$ cat src/hdl/y2p_pkg.sv
// Shared types, codes and helpers for the YUY2 to planar chroma resampler.
package y2p_pkg;

	localparam int MAX_PAIRS_DEF = 2048;
	localparam int MAX_ROWS_DEF  = 4096;

	// APB register map: register index sits at paddr[3:2]
	localparam int ADDR_W = 4;
	localparam int DATA_W = 32;
	localparam logic [1:0] REG_MODE  = 2'd0;
	localparam logic [1:0] REG_PAIRS = 2'd1;
	localparam logic [1:0] REG_ROWS  = 2'd2;

	localparam logic [11:0] PAIRS_RST = 12'd360;
	localparam logic [12:0] ROWS_RST  = 13'd480;

	typedef enum logic [1:0] {
		MODE_422 = 2'd0,
		MODE_420 = 2'd1,
		MODE_411 = 2'd2,
		MODE_444 = 2'd3
	} mode_t;

	localparam logic [1:0] ACT_NONE  = 2'd0;
	localparam logic [1:0] ACT_ONCE  = 2'd1;
	localparam logic [1:0] ACT_TWICE = 2'd2;

	typedef struct packed {
		mode_t       mode;
		logic [11:0] pairs_per_line;
		logic [12:0] rows_per_frame;
	} cfg_t;

	// Cb in the high byte, Cr in the low byte
	typedef struct packed {
		logic [7:0] cb;
		logic [7:0] cr;
	} chroma_t;

	typedef struct packed {
		logic [7:0] luma_first;
		logic [7:0] luma_second;
		chroma_t    chroma;
	} pix_t;

	typedef struct packed {
		mode_t mode;
		logic  lend;
		logic  fend;
		logic  last_row;
		logic  col_odd;
		logic  row_odd;
		logic  col_ok;
	} ctrl_t;

	function automatic logic [7:0] avg8(input logic [7:0] a, input logic [7:0] b);
		logic [8:0] s;
		s = {1'b0, a} + {1'b0, b};
		return s[8:1];
	endfunction

endpackage

$ cat src/hdl/y2p_res_if.sv
// Output channel: luma pair plus planar chroma per beat.
interface y2p_res_if;
	logic       valid;
	logic       ready;
	logic [7:0] out_luma_first;
	logic [7:0] out_luma_second;
	logic [7:0] out_blue;
	logic [7:0] out_red;
	logic [1:0] chroma_action;
	logic       line_end;
	logic       frame_end;

	modport source(output valid, out_luma_first, out_luma_second, out_blue, out_red,
		chroma_action, line_end, frame_end, input ready);
	modport sink(input valid, out_luma_first, out_luma_second, out_blue, out_red,
		chroma_action, line_end, frame_end, output ready);
endinterface

$ cat src/hdl/y2p_back.sv
// Chroma selection and averaging into the output register.
module y2p_back (
	input  logic             clk,
	input  logic             arst_n,
	input  logic             valid_s1,
	input  y2p_pkg::ctrl_t   ctrl_s1,
	input  y2p_pkg::pix_t    pix_s1,
	input  y2p_pkg::chroma_t held_s1,
	input  y2p_pkg::chroma_t store_s1,
	output logic             adv,
	y2p_res_if.source        res
);

	logic       valid_s2;
	logic [7:0] luma_first_s2;
	logic [7:0] luma_second_s2;
	logic [7:0] blue_s2;
	logic [7:0] red_s2;
	logic [1:0] act_s2;
	logic       lend_s2;
	logic       fend_s2;

	logic [7:0] ob;
	logic [7:0] orr;
	logic [1:0] act;

	assign adv = !valid_s2 || res.ready;

	always_comb begin
		ob  = '0;
		orr = '0;
		act = y2p_pkg::ACT_NONE;
		unique case (ctrl_s1.mode)
			y2p_pkg::MODE_422: begin
				ob  = pix_s1.chroma.cb;
				orr = pix_s1.chroma.cr;
				act = y2p_pkg::ACT_ONCE;
			end
			y2p_pkg::MODE_444: begin
				ob  = pix_s1.chroma.cb;
				orr = pix_s1.chroma.cr;
				act = y2p_pkg::ACT_TWICE;
			end
			y2p_pkg::MODE_411: begin
				if (ctrl_s1.col_odd) begin
					ob  = y2p_pkg::avg8(held_s1.cb, pix_s1.chroma.cb);
					orr = y2p_pkg::avg8(held_s1.cr, pix_s1.chroma.cr);
					act = y2p_pkg::ACT_ONCE;
				end
			end
			y2p_pkg::MODE_420: begin
				if (ctrl_s1.col_ok) begin
					if (ctrl_s1.row_odd) begin
						ob  = y2p_pkg::avg8(store_s1.cb, pix_s1.chroma.cb);
						orr = y2p_pkg::avg8(store_s1.cr, pix_s1.chroma.cr);
						act = y2p_pkg::ACT_ONCE;
					end else if (ctrl_s1.last_row) begin
						// odd-height frame: last even row has no partner
						ob  = pix_s1.chroma.cb;
						orr = pix_s1.chroma.cr;
						act = y2p_pkg::ACT_ONCE;
					end
				end
			end
			default: ;
		endcase
	end

	always_ff @(posedge clk or negedge arst_n) begin
		if (!arst_n)
			valid_s2 <= 1'b0;
		else if (adv)
			valid_s2 <= valid_s1;
	end

	always_ff @(posedge clk) begin
		if (adv && valid_s1) begin
			luma_first_s2  <= pix_s1.luma_first;
			luma_second_s2 <= pix_s1.luma_second;
			blue_s2        <= ob;
			red_s2         <= orr;
			act_s2         <= act;
			lend_s2        <= ctrl_s1.lend;
			fend_s2        <= ctrl_s1.fend;
		end
	end

	assign res.valid           = valid_s2;
	assign res.out_luma_first  = luma_first_s2;
	assign res.out_luma_second = luma_second_s2;
	assign res.out_blue        = blue_s2;
	assign res.out_red         = red_s2;
	assign res.chroma_action   = act_s2;
	assign res.line_end        = lend_s2;
	assign res.frame_end       = fend_s2;

endmodule

$ cat src/flat_wrapper.sv
// flat-port wrapper written by rule: the top's interface ports become plain ports
module y2p_back_flat 
  (clk, arst_n, valid_s1, ctrl_s1, pix_s1, held_s1, store_s1, adv, res_valid, res_out_luma_first, res_out_luma_second, res_out_blue, res_out_red, res_chroma_action, res_line_end, res_frame_end, res_ready);
  y2p_res_if res_i ();
  input  logic clk;
  input  logic arst_n;
  input  logic valid_s1;
  input  y2p_pkg::ctrl_t ctrl_s1;
  input  y2p_pkg::pix_t pix_s1;
  input  y2p_pkg::chroma_t held_s1;
  input  y2p_pkg::chroma_t store_s1;
  output logic adv;
  output wire logic [$bits(res_i.valid)-1:0] res_valid;
  output wire logic [$bits(res_i.out_luma_first)-1:0] res_out_luma_first;
  output wire logic [$bits(res_i.out_luma_second)-1:0] res_out_luma_second;
  output wire logic [$bits(res_i.out_blue)-1:0] res_out_blue;
  output wire logic [$bits(res_i.out_red)-1:0] res_out_red;
  output wire logic [$bits(res_i.chroma_action)-1:0] res_chroma_action;
  output wire logic [$bits(res_i.line_end)-1:0] res_line_end;
  output wire logic [$bits(res_i.frame_end)-1:0] res_frame_end;
  input wire logic [$bits(res_i.ready)-1:0] res_ready;
  assign res_valid = res_i.valid;
  assign res_out_luma_first = res_i.out_luma_first;
  assign res_out_luma_second = res_i.out_luma_second;
  assign res_out_blue = res_i.out_blue;
  assign res_out_red = res_i.out_red;
  assign res_chroma_action = res_i.chroma_action;
  assign res_line_end = res_i.line_end;
  assign res_frame_end = res_i.frame_end;
  assign res_i.ready = res_ready;
  y2p_back u_core (.clk(clk), .arst_n(arst_n), .valid_s1(valid_s1), .ctrl_s1(ctrl_s1), .pix_s1(pix_s1), .held_s1(held_s1), .store_s1(store_s1), .adv(adv), .res(res_i));
endmodule
$ cat config.mk
export PLATFORM = sky130hd
export DESIGN_NAME = y2p_back_flat
export DESIGN_NICKNAME = d
export VERILOG_FILES = /design/src/hdl/y2p_pkg.sv /design/src/hdl/y2p_res_if.sv /design/src/hdl/y2p_back.sv /design/src/flat_wrapper.sv
export SDC_FILE = /design/constraint.sdc
export NUM_CORES = 1
export LEC_CHECK = 0
export BUFFER_PORTS_ARGS = -buffer_cell sky130_fd_sc_hd__buf_4
export CORE_UTILIZATION = 47
export DETAILED_ROUTE_END_ITERATION = 12
export HOLD_SLACK_MARGIN = 0.1
export PLACE_DENSITY = 0.87
export SYNTH_ARGS = -nofsm -noshare
export SYNTH_HDL_FRONTEND = slang
export SYNTH_SLANG_ARGS = --single-unit
$ cat constraint.sdc
create_clock -name clk -period 4 [get_ports clk]
set_input_delay 0.2 -clock clk [delete_from_list [all_inputs] [get_ports clk]]
set_output_delay 0.2 -clock clk [all_outputs]
set_load 0.02 [all_outputs]
==> reports/results.ini <==
[outcome]
status=completed

[global_route]
first_pass_grt_wire_length_um=12200
number_of_global_route_vias_before_repair=2645
antenna_found_initial=0
grt_overflow_total=0
grt_start_max_net_pins=37
grt_util_all_layers_pct=25.1

[critical_path]
slowest_delay_ns=0.70
regToRegSetupSlack_ns=2.60
worst_setup_path_class=in2reg
cp_max_fo=22
crit_reg_reg_endpoint=u_core.res.out_red[0]
cp_cell_sequence=buf_4 > inv_1 > ha_1 > o21ai_1 > a22oi_1 > a21oi_1 > a41o_1
crit-reg2reg-launch=u_core.res.valid
timing.critical_path.slowest_stage_cell=sky130_fd_sc_hd__ha_1
cp_num_buf_inv=2
path_depth_of_the_worst_reg2reg_path=3
setup.worst_path.start_class=primary input
setup.worst_path.start=ctrl_s1[6]
critical_path.endpoint_type=flip-flop
critPathTopFamily=compound AO/OA/AOI/OAI gates
timing.critical_path.arrival_ns=2.20
critical_path_required_ns=4.05
path_depth=7

[yosys]
synth-xor-area-share_pct=4.35
synth-edff-count=36
synth_mux_area_share_pct=1.42
syn_inst=277
share_of_the_synthesized_area_in_compound_gates_ao_oa_aoi_oai_pct=20.8
synth_simple_gate_area_share_pct=13.8
synth_seq_area_share_pct=39.3
synth.avg_cell_area_um2=10.2
synth_adder_area_share_pct=17.1
dominant_combinational_cell_family_by_area_after_synthesis=compound AO/OA/AOI/OAI gates
post_synthesis_instance_area_um2=2820
synth_cell_types=52
yosysWarnings=0
async_reset_ff_share_pct=2.70
ys_flop_type=sky130_fd_sc_hd__edfxtp_1
number_of_synthesized_register_bits=37
synth.net_count=389

[sta]
layout_min_cycle_time_ns=2.16
maxSlewHeadroom_pct=36.2
timing.setup.tns_ns=0
fmax_ghz=0.464
finClkSkew_ns=0.00351
grt_setup_unrepaired=no
final_setup_vio_count=0
timing_hold_violations_final=0
final.period_utilization_pct=53.9
timing_max_transition_violations_final=0
max_slew.worst_pin.slew_ns=0.951

[final_layout]
area_growth_pct=41.8
insertedDiodeCount=0
final_cells=485
nets=524
filler_cell_count=435
stdcell_area_um2=3990
drive_gt1_share_pct=31.2
final_common_cell=sky130_fd_sc_hd__buf_4
final_cell_mix=sky130_fd_sc_hd__buf_4 (114), sky130_fd_sc_hd__edfxtp_1 (36), sky130_fd_sc_hd__ha_1 (32)

[clock_tree]
cts.reportedPaths.clkPinSlew_ns=0.07
cts_root_buf=sky130_fd_sc_hd__clkbuf_8
cts.repair_timing.setup_buffer_count=0
number_of_buffers_added_by_the_clock_tree_synthesis_step=5
post_cts_resize_count=0
cts.sink_count=37
cts_tree=yes
cts_max_path_buffers=2
cts_htree_levels=2
cts_hold_buf=19
clkLatencyLatePin_ns=0.29

[die]
die_area_um2=6310
die-width_um=79.4
core_area_um2=5640
initial_utilization_pct=49.9
chipHeight_um=79.4
boundaryPins=114
rows=27

[min_path]
min_path_type=in2reg
min-delay-start=valid_s1
hold-path-cell-count=2
hold_end=u_core.res.valid

[pwr]
switching_share_pct=30.7
p_seq_share_pct=41.8
p_comb_share_pct=36.2
switchingPower_mw=0.342
p_leak_nw=1.81
clock_share_of_power_pct=22.0
internal_power_mw=0.773
power.density_cell_area_nw_per_um2=279
peakVddDrop_v=0.000186

[route]
post_drt_wl_per_cell_um=15.9
post-route-drc-count=0
drt.antenna.violating_nets=0
count_of_vias_placed_by_the_detailed_router=2722
drt_iter0_drc=204
dr.pass1.iters=4
detail_route.wirelength_um=7720
routed_via_density=5.61

[place]
port_buffers=113
placement.cell_area_um2=3720
detailedPlacementHpwl_um=6100
placed_cells_incl_taps=458
globalplace.congestion=0.891

[job]
cap_viol_max_count=0

-- state kept, by name, summed over array words and instances (netlist names) --
signal and count:
u_core.res.out_blue 8, u_core.res.out_luma_first 8, u_core.res.out_luma_second 8, u_core.res.out_red 8, u_core.res.chroma_action 2, u_core.res.frame_end 1, u_core.res.line_end 1, u_core.res.valid 1
-- kinds of logic (layout without fill, tap and decap cells) --
| logic type | count (synthesis) | count (layout) |
|---|---|---|
| mux | 4 | 4 |
| simple gates | 82 | 82 |
| buf+inv | 18 | 154 |
| xor+xnor | 14 | 14 |
| flops | 37 | 37 |
| compound gates | 86 | 86 |
| fa+ha+maj | 36 | 36 |
-- layer usage --
layer  vias to the layer above  global-route usage [%]  wire length, um  part of all wire (%)
li1                       1319                       -                -                     -
met1                      1263                    29.9             3240                    42
met2                       123                    43.9             3750                    49
met3                        17                    4.23              571                   7.4
met4                         0                    11.5              163                   2.1
met5                         -                       0                0                     0
-- power groups by stage --
stage	Combinational [mW]	Clock [mW]	Sequential [mW]
after detailed placement	0.383	0	0.475
after global routing	0.442	0.268	0.468
final	0.403	0.246	0.466
after floorplan	0.202	0	0.507
after CTS	0.400	0.253	0.466
after global placement	0.371	0	0.475
-- metrics by stage --
step,utilization (%),setup WS [ns],power [mW],hold slack [ns]
floorplan,-,1.90,0.709,-0.0956
global placement,65.9,1.66,0.846,-0.0244
detailed placement,65.9,1.58,0.858,-0.0236
CTS,70.8,1.89,1.12,0.115
global route,70.8,1.70,1.18,0.130
finish,70.8,1.84,1.12,0.125
-- worst max-delay path by stage --
stage | to
after global routing | u_core.res.out_blue[7]
after CTS | u_core.res.out_blue[7]
after floorplan | u_core.res.out_red[7]
after global placement | u_core.res.out_blue[7]
after detailed placement | u_core.res.out_blue[7]
final | u_core.res.out_blue[7]
-- cell type report --
type	count	area, um2	area share (%)
Multi-Input combinational cell	222	1620	40.6
Sequential cell	37	1110	27.7
Timing Repair Buffer	133	1050	26.2
Tap cell	72	90.1	2.26
Clock buffer	6	72.6	1.82
Inverter	13	48.8	1.22
Clock inverter	2	10.0	0.251
-- Yosys cell counts (5+ instances only) --
master / number / share of area (%)
sky130_fd_sc_hd__ha_1: 32 / 14
sky130_fd_sc_hd__nand2_1: 26 / 3.5
sky130_fd_sc_hd__a21oi_1: 21 / 3.7
sky130_fd_sc_hd__xor2_1: 6 / 1.9
sky130_fd_sc_hd__o22ai_1: 5 / 1.1
sky130_fd_sc_hd__o21ai_0: 16 / 2.8
sky130_fd_sc_hd__nor2_1: 21 / 2.8
sky130_fd_sc_hd__nand3_1: 5 / 0.89
sky130_fd_sc_hd__xnor2_1: 8 / 2.5
sky130_fd_sc_hd__edfxtp_1: 36 / 38
sky130_fd_sc_hd__inv_1: 13 / 1.7
sky130_fd_sc_hd__nand2b_1: 5 / 1.1
sky130_fd_sc_hd__a22o_1: 6 / 1.9
-- worst register-to-register path: cells and delay by family, from the launching register on --
kind / cells / cell delay [ns]
buffers and inverters: 1 / 0.39
AND/OR/NAND/NOR: 2 / 0.26
flip-flops: 1 / 0.38
Power figures use the tool's default switching activity.
