==> src/hdl/y2p_pkg.sv <==
// Shared types, codes and helpers for the YUY2 to planar chroma resampler.
package y2p_pkg;

	localparam int MAX_PAIRS_DEF = 2048;
	localparam int MAX_ROWS_DEF  = 4096;

	// APB register map: register index sits at paddr[3:2]
	localparam int ADDR_W = 4;
	localparam int DATA_W = 32;
	localparam logic [1:0] REG_MODE  = 2'd0;
	localparam logic [1:0] REG_PAIRS = 2'd1;
	localparam logic [1:0] REG_ROWS  = 2'd2;

	localparam logic [11:0] PAIRS_RST = 12'd360;
	localparam logic [12:0] ROWS_RST  = 13'd480;

	typedef enum logic [1:0] {
		MODE_422 = 2'd0,
		MODE_420 = 2'd1,
		MODE_411 = 2'd2,
		MODE_444 = 2'd3
	} mode_t;

	localparam logic [1:0] ACT_NONE  = 2'd0;
	localparam logic [1:0] ACT_ONCE  = 2'd1;
	localparam logic [1:0] ACT_TWICE = 2'd2;

	typedef struct packed {
		mode_t       mode;
		logic [11:0] pairs_per_line;
		logic [12:0] rows_per_frame;
	} cfg_t;

	// Cb in the high byte, Cr in the low byte
	typedef struct packed {
		logic [7:0] cb;
		logic [7:0] cr;
	} chroma_t;

	typedef struct packed {
		logic [7:0] luma_first;
		logic [7:0] luma_second;
		chroma_t    chroma;
	} pix_t;

	typedef struct packed {
		mode_t mode;
		logic  lend;
		logic  fend;
		logic  last_row;
		logic  col_odd;
		logic  row_odd;
		logic  col_ok;
	} ctrl_t;

	function automatic logic [7:0] avg8(input logic [7:0] a, input logic [7:0] b);
		logic [8:0] s;
		s = {1'b0, a} + {1'b0, b};
		return s[8:1];
	endfunction

endpackage

==> src/hdl/y2p_cfg.sv <==
// APB configuration registers: target mode, line length, frame height.
module y2p_cfg (
	input  logic                       clk,
	input  logic                       arst_n,
	input  logic                       psel,
	input  logic                       penable,
	input  logic                       pwrite,
	input  logic [y2p_pkg::ADDR_W-1:0] paddr,
	input  logic [y2p_pkg::DATA_W-1:0] pwdata,
	output logic [y2p_pkg::DATA_W-1:0] prdata,
	output logic                       pready,
	output y2p_pkg::cfg_t              cfg
);

	logic       wr_en;
	logic [1:0] reg_idx;

	assign pready  = 1'b1;
	assign reg_idx = paddr[3:2];
	assign wr_en   = psel & penable & pwrite & pready;

	always_ff @(posedge clk or negedge arst_n) begin
		if (!arst_n) begin
			cfg.mode           <= y2p_pkg::MODE_422;
			cfg.pairs_per_line <= y2p_pkg::PAIRS_RST;
			cfg.rows_per_frame <= y2p_pkg::ROWS_RST;
		end else if (wr_en) begin
			unique case (reg_idx)
				y2p_pkg::REG_MODE:  cfg.mode <= y2p_pkg::mode_t'(pwdata[1:0]);
				y2p_pkg::REG_PAIRS: cfg.pairs_per_line <= pwdata[11:0];
				y2p_pkg::REG_ROWS:  cfg.rows_per_frame <= pwdata[12:0];
				default: ;
			endcase
		end
	end

	always_comb begin
		unique case (reg_idx)
			y2p_pkg::REG_MODE:  prdata = {30'd0, cfg.mode};
			y2p_pkg::REG_PAIRS: prdata = {20'd0, cfg.pairs_per_line};
			y2p_pkg::REG_ROWS:  prdata = {19'd0, cfg.rows_per_frame};
			default:            prdata = '0;
		endcase
	end

endmodule

==> config.mk <==
export PLATFORM = sky130hd
export DESIGN_NAME = y2p_cfg
export DESIGN_NICKNAME = d
export VERILOG_FILES = /design/src/hdl/y2p_pkg.sv /design/src/hdl/y2p_cfg.sv
export SDC_FILE = /design/constraint.sdc
export NUM_CORES = 1
export LEC_CHECK = 0
export BUFFER_PORTS_ARGS = -buffer_cell sky130_fd_sc_hd__buf_2
export CAP_MARGIN = 20
export CORE_MARGIN = 5
export CORE_UTILIZATION = 40
export CTS_CLUSTER_SIZE = 16
export DETAILED_ROUTE_END_ITERATION = 7
export PLACE_DENSITY = 0.8
export SLEW_MARGIN = 0
export SYNTH_ARGS = -nofsm -noshare
export SYNTH_HDL_FRONTEND = slang
export SYNTH_SLANG_ARGS = --single-unit
==> constraint.sdc <==
create_clock -name clk -period 1.8 [get_ports clk]
set_input_delay 0.36 -clock clk [delete_from_list [all_inputs] [get_ports clk]]
set_output_delay 0.36 -clock clk [all_outputs]
set_load 0.01 [all_outputs]
==> results of run 1 <==
==> placed cells by master, fill, tap and decap left out <==
cell type  count
buf_2         59
conb_1        20
dfrtp_1       19
mux2_2        17
a22o_1        10
mux2_4        10
dfstp_2        8
buf_4          6
clkbuf_4       3
nor2b_1        2
mux2i_1        2
nand2_1        2
o21ai_0        2
and2_1         1
nand3_1        1
or3b_4         1
nor3b_2        1
nor3_1         1
clkinv_2       1
==> power breakdown <==
part | switching, W | internal [W] | leakage, nW | total [W]
combinational | 0.000266 | 0.000309 | 0.585 | 0.000575
sequential | 0.000107 | 0.000778 | 0.317 | 0.000885
clock | 0.000183 | 0.0000832 | 0.0177 | 0.000266
total | 0.000556 | 0.00117 | 0.919 | 0.00173
==> worst max-delay path by stage <==
| stage | to | slack [ns] | cells after the start |
|---|---|---|---|
| 2_1_floorplan | prdata[10] | 0.26 | 4 |
| 3_3_place_gp | cfg[20]$_DFFE_PN0P_ | 0.23 | 4 |
| 3_5_place_dp | cfg[15]$_DFFE_PN0P_ | 0.21 | 4 |
| 4_1_cts | prdata[10] | 0.23 | 5 |
| 5_1_grt | prdata[10] | 0.15 | 5 |
| 6_report | prdata[10] | 0.23 | 5 |
==> logic make-up after synthesis <==
group | count (synthesis) | synth area share [%]
muxes | 29 | 26.0
other | 2 | 0.540
and+or+nand+nor | 9 | 4.32
buffers and inverters | 25 | 12.9
AOI/OAI and AO/OA | 12 | 7.01
DFF | 27 | 49.3
==> final cells by class <==
class                   instances  area (um2)  share of cell area (%)
multi-input cells              70         594                    34.8
flip-flops and latches         27         686                    40.2
well taps                      46        57.6                    3.37
clock buffers                   3        22.5                    1.32
clock inverters                 1        5.00                   0.293
repair buffers                 65         340                    20.0
==> per-layer routing <==
| layer | routed length (um) | GRT usage (%) |
|---|---|---|
| met4 | 11 | 3.65 |
| met3 | 350 | 3.08 |
| met2 | 1390 | 20.7 |
| met1 | 1310 | 18.7 |
| met5 | 0 | 0 |
==> stage by stage <==
| step | area [um2] | util (%) | instances |
|---|---|---|---|
| 2_1_floorplan | 1460 | - | 122 |
| 3_3_place_gp | 1680 | 49.9 | 208 |
| 3_5_place_dp | 1680 | 49.9 | 208 |
| 4_1_cts | 1710 | 50.7 | 212 |
| 5_1_grt | 1710 | 50.7 | 212 |
| 6_report | 1710 | 50.7 | 212 |
==> worst max-delay path, cell delays in order <==
cell and delay (ns):
buf_2 0.15, nor2b_1 0.23, buf_4 0.19, a22o_1 0.15, buf_2 0.13
==> impl_metrics.env, run 1 <==
export IMPL_period_share_pct=87.0
export IMPL_status="finished, final reports clean"
export IMPL_synth_async_reset_ratio_pct=100
export IMPL_skew_ns=0
export IMPL_grt_util_all_layers_pct=13.4
export IMPL_finalMaxSlewViolations=0
export IMPL_yosys_register_bits=27
export IMPL_synth_cells=104
export IMPL_fmax_mhz=638
export IMPL_yosysUniqueCellTypes=20
export IMPL_rsz0062_at_grt="false"
export IMPL_clock_path_buffers=2
export IMPL_n_fill_cell=340
export IMPL_setup_ws_ns=0.233
export IMPL_netlist_area_um2=1390
export IMPL_cts_root_buf="clkbuf_4"
export IMPL_cp_startpoint="paddr[3]"
export IMPL_reg_top3="cfg x27"
export IMPL_path_max_fanout=7
export IMPL_placementRows=21
export IMPL_antenna_found_initial=0
export IMPL_syn_to_final_growth_pct=22.6
export IMPL_r2r_cells=1
export IMPL_cts_resized_gates=0
export IMPL_via_per_inst=4.59
export IMPL_clk_pin_slew_ns=0.15
export IMPL_die_h_um=69.0
export IMPL_ys_seq_area_share_pct=49.3
export IMPL_crit_required_ns=1.44
export IMPL_core_um2=3360
export IMPL_synthTopCellsByArea="dfrtp_1 (34%), dfstp_2 (15%), mux2_2 (14%)"
export IMPL_r2r_setup_slack_ns=1.00
export IMPL_synth_enable_flop_cells=0
export IMPL_initial_core_util_pct=41.4
export IMPL_wirelength_um=3060
export IMPL_p_leak_nw=0.919
export IMPL_place_congestion=0.729
export IMPL_finalSetupViolCount=0
export IMPL_p_total_w=0.00173
export IMPL_grt_max_degree=28
export IMPL_via_count=974
export IMPL_ant_nets=0
export IMPL_peakVddDrop_mv=0.418
export IMPL_crit_type="input pin to output port"
export IMPL_fin_setup_tns_ns=0
export IMPL_route_detailed_drc=0
export IMPL_wire_per_inst_um=14.4
export IMPL_reg2reg_to="cfg[15]$_DFFE_PN0P_"
export IMPL_drtIter0Drc=19
export IMPL_first_global_vias=968
export IMPL_design_die_area_um2=4760
export IMPL_rr_startpoint="cfg[15]$_DFFE_PN0P_"
export IMPL_io_buffers=59
export IMPL_synthTopCellsByCount="buf_4 (20), dfrtp_1 (19), mux2_2 (17)"
export IMPL_ys_warnings_count=0
export IMPL_top_register="cfg"
export IMPL_pre_cts_slack_ns=0.211
export IMPL_die_w_um=69.0
export IMPL_grt_pass1_wl_um=4710
export IMPL_clock_sinks=27
export IMPL_post_synth_top_count_cell="buf_4"
export IMPL_pin_count=101
export IMPL_grt_ovfl_total=0
export IMPL_largest_reg_flops=27
export IMPL_dr_pass1_iters=3
export IMPL_hold_path_class="input pin to asynchronous set/reset pin"
export IMPL_drive_gt1_share_pct=63.9
export IMPL_yosysTopAreaCellShare_pct=34.2
export IMPL_post_cts_setup_buffer_count=0
export IMPL_tightest_slew_ns=0.590
export IMPL_yosysTopAreaCell="dfrtp_1"
export IMPL_synthFlopType="dfrtp_1"
export IMPL_fin_hold_ws_ns=0.00900
export IMPL_insertion_delay_ns=0.32
export IMPL_slew_headroom_pct=60.7
export IMPL_maxCapViolCount=0
export IMPL_diodes=0
export IMPL_crit_path_start_kind="input pin"
export IMPL_endpoint_kind="output port"
export IMPL_timing_final_hold_violations=0
export IMPL_hold_buffers=0
export IMPL_arrival_ns=1.21
export IMPL_cts_tree="built"
export IMPL_dpl_hpwl_um=2380
export IMPL_finalCriticalPeriod_ns=1.57
export IMPL_htreeDepth=1
export IMPL_nNetsFinal=208
export IMPL_cts_made_buffers=3
export IMPL_avgSynthCellArea_um2=13.4
export IMPL_p_per_area_nw_per_um2=1010
Power figures use the tool's default switching activity.
==> run 2: changes to the inputs <==
Settings changed: BUFFER_PORTS_ARGS -buffer_cell sky130_fd_sc_hd__buf_2 to not set, CORE_UTILIZATION 40 to 45, DONT_BUFFER_PORTS set to 1, PLACE_DENSITY 0.8 to 0.61.
==> run 2 against run 1 <==
Worst hold slack improved by 0.17 ns; critical path type is now flip-flop to output port; critical endpoint is now prdata[1]; global-route usage grew 0.31 points; core utilization fell by 3.5 points; clock-buffer cell count stayed put; worst setup slack better by 0.0075 ns; clock power fell by 3%; non-clock buffer count shrank 58; register-to-register slack got worse by 0.04 ns; first-iteration DRC count is 47% lower; maximum frequency rose by 0.48%; die area down 9.5%; clock skew unchanged.
==> impl_metrics.env, run 2 (same netlist as run 1, synthesis figures left out) <==
export IMPL_status="finished, final reports clean"
export IMPL_grt_max_degree=28
export IMPL_place_congestion=0.639
export IMPL_io_buffers=0
export IMPL_path_max_fanout=3
export IMPL_ant_nets=0
export IMPL_clk_pin_slew_ns=0.15
export IMPL_syn_to_final_growth_pct=1.80
export IMPL_layoutNonFillerInstCount=141
export IMPL_insertion_delay_ns=0.31
export IMPL_path_buf_inv=0
export IMPL_reg_top3="cfg x27"
export IMPL_die_h_um=65.6
export IMPL_final_area_um2=1420
export IMPL_p_per_area_nw_per_um2=1090
export IMPL_finalMaxSlewViolations=0
export IMPL_cts_tree="built"
export IMPL_placementRows=20
export IMPL_grt_pass1_wl_um=4470
export IMPL_drive_gt1_share_pct=43.5
export IMPL_hold_path_class="input pin to flip-flop"
export IMPL_via_count=776
export IMPL_cp_cell_sequence="mux2i_1 -> o21ai_0"
export IMPL_p_leak_nw=0.671
export IMPL_top_register="cfg"
export IMPL_crit_path_max_incr_delay_ns=0.46
export IMPL_place_inst=135
export IMPL_post_cts_setup_buffer_count=0
export IMPL_n_fill_cell=282
export IMPL_initial_core_util_pct=46.3
export IMPL_crit_path_start_kind="flip-flop"
export IMPL_core_um2=3000
export IMPL_htreeDepth=1
export IMPL_antenna_found_initial=0
export IMPL_die_w_um=65.6
export IMPL_rsz0062_at_grt="false"
export IMPL_crit_required_ns=1.44
export IMPL_fin_setup_tns_ns=0
export IMPL_dr_pass1_iters=2
export IMPL_grt_util_all_layers_pct=13.7
export IMPL_arrival_ns=1.20
export IMPL_fmax_mhz=641
export IMPL_grt_ovfl_total=0
export IMPL_peakVddDrop_mv=0.558
export IMPL_cts_root_buf="clkbuf_4"
export IMPL_wirelength_um=2920
export IMPL_clock_path_buffers=2
export IMPL_drtIter0Drc=10
export IMPL_first_global_vias=826
export IMPL_cts_made_buffers=3
export IMPL_cpMaxStageDelayCell="dfrtp_1"
export IMPL_maxCapViolCount=0
export IMPL_design_die_area_um2=4300
export IMPL_pin_count=101
export IMPL_largest_reg_flops=27
export IMPL_place_area_um2=1360
export IMPL_finalCriticalPeriod_ns=1.56
export IMPL_skew_ns=0
export IMPL_period_share_pct=86.6
export IMPL_finalSetupViolCount=0
export IMPL_dpl_hpwl_um=2190
export IMPL_final_cell_mix="conb_1 (20), dfrtp_1 (19), mux2_2 (17), a22o_1 (10), mux2_4 (10)"
export IMPL_crit_type="flip-flop to output port"
export IMPL_route_detailed_drc=0
export IMPL_nNetsFinal=150
export IMPL_via_per_inst=5.50
export IMPL_final_common_cell="conb_1"
export IMPL_timing_final_hold_violations=0
export IMPL_crit_family="flip-flops"
export IMPL_diodes=0
export IMPL_wire_per_inst_um=20.7
export IMPL_clock_sinks=27
export IMPL_endpoint_kind="output port"
run 2: cell count changes in the layout (fill, tap and decap cells not counted):
cell | before | now
buf_12 | 0 | 1
buf_2 | 59 | 0
buf_4 | 6 | 5
dlygate4sd3_1 | 0 | 1
run 2: final cells by class:
cell class                 instances  area, um2  share of cell area (%)
timing repair buffer               7       67.6                    4.77
sequential                        27        686                    48.4
clock inverter                     1       5.00                   0.353
tap                               33       41.3                    2.92
clock buffer                       3       22.5                    1.59
multi-input combinational         70        594                    42.0
run 2: stage by stage:
step	hold slack, ns	worst slack (ns)	util (%)	total power (W)
after floorplan	0.0644	0.262	-	0.00124
after global placement	0.0650	0.332	45.3	0.00127
after detailed placement	0.0650	0.307	45.3	0.00129
after CTS	0.158	0.207	47.2	0.00158
after global routing	0.145	0.135	47.2	0.00164
final	0.176	0.241	47.2	0.00155
run 2: worst paths after layout:
path,startpoint,to,slack (ns),cells past startpoint
max,cfg[1]$_DFFE_PN0P_,prdata[1],0.24,2
min,pwdata[2],cfg[15]$_DFFE_PN0P_,0.18,1
max reg2reg,cfg[2]$_DFFE_PN0P_,cfg[2]$_DFFE_PN0P_,0.96,1
min reg2reg,cfg[12]$_DFFE_PN0P_,cfg[12]$_DFFE_PN0P_,0.62,1
max in group asynchronous,arst_n,cfg[16]$_DFFE_PN1P_,1.12,2
min in group asynchronous,arst_n,cfg[10]$_DFFE_PN0P_,0.45,2
run 2: routing by layer:
layer	up-vias	track usage [%]	wire length [um]
li1	333	-	-
met1	389	16.7	1170
met2	52	22.6	1380
met3	2	4.96	361
met4	0	3.89	11
met5	-	0	0
run 2: power by group:
group,total (W),switching (W),internal [W],leakage (nW)
combinational,0.000306,0.000127,0.000179,0.337
sequential,0.000985,0.000205,0.000780,0.317
clock,0.000258,0.000175,0.0000832,0.0177
run 2: repair_timing:
action,4_1_cts,5_1_grt
resized for setup,0,0
hold endpoints to repair,27,0
hold buffers,2,0
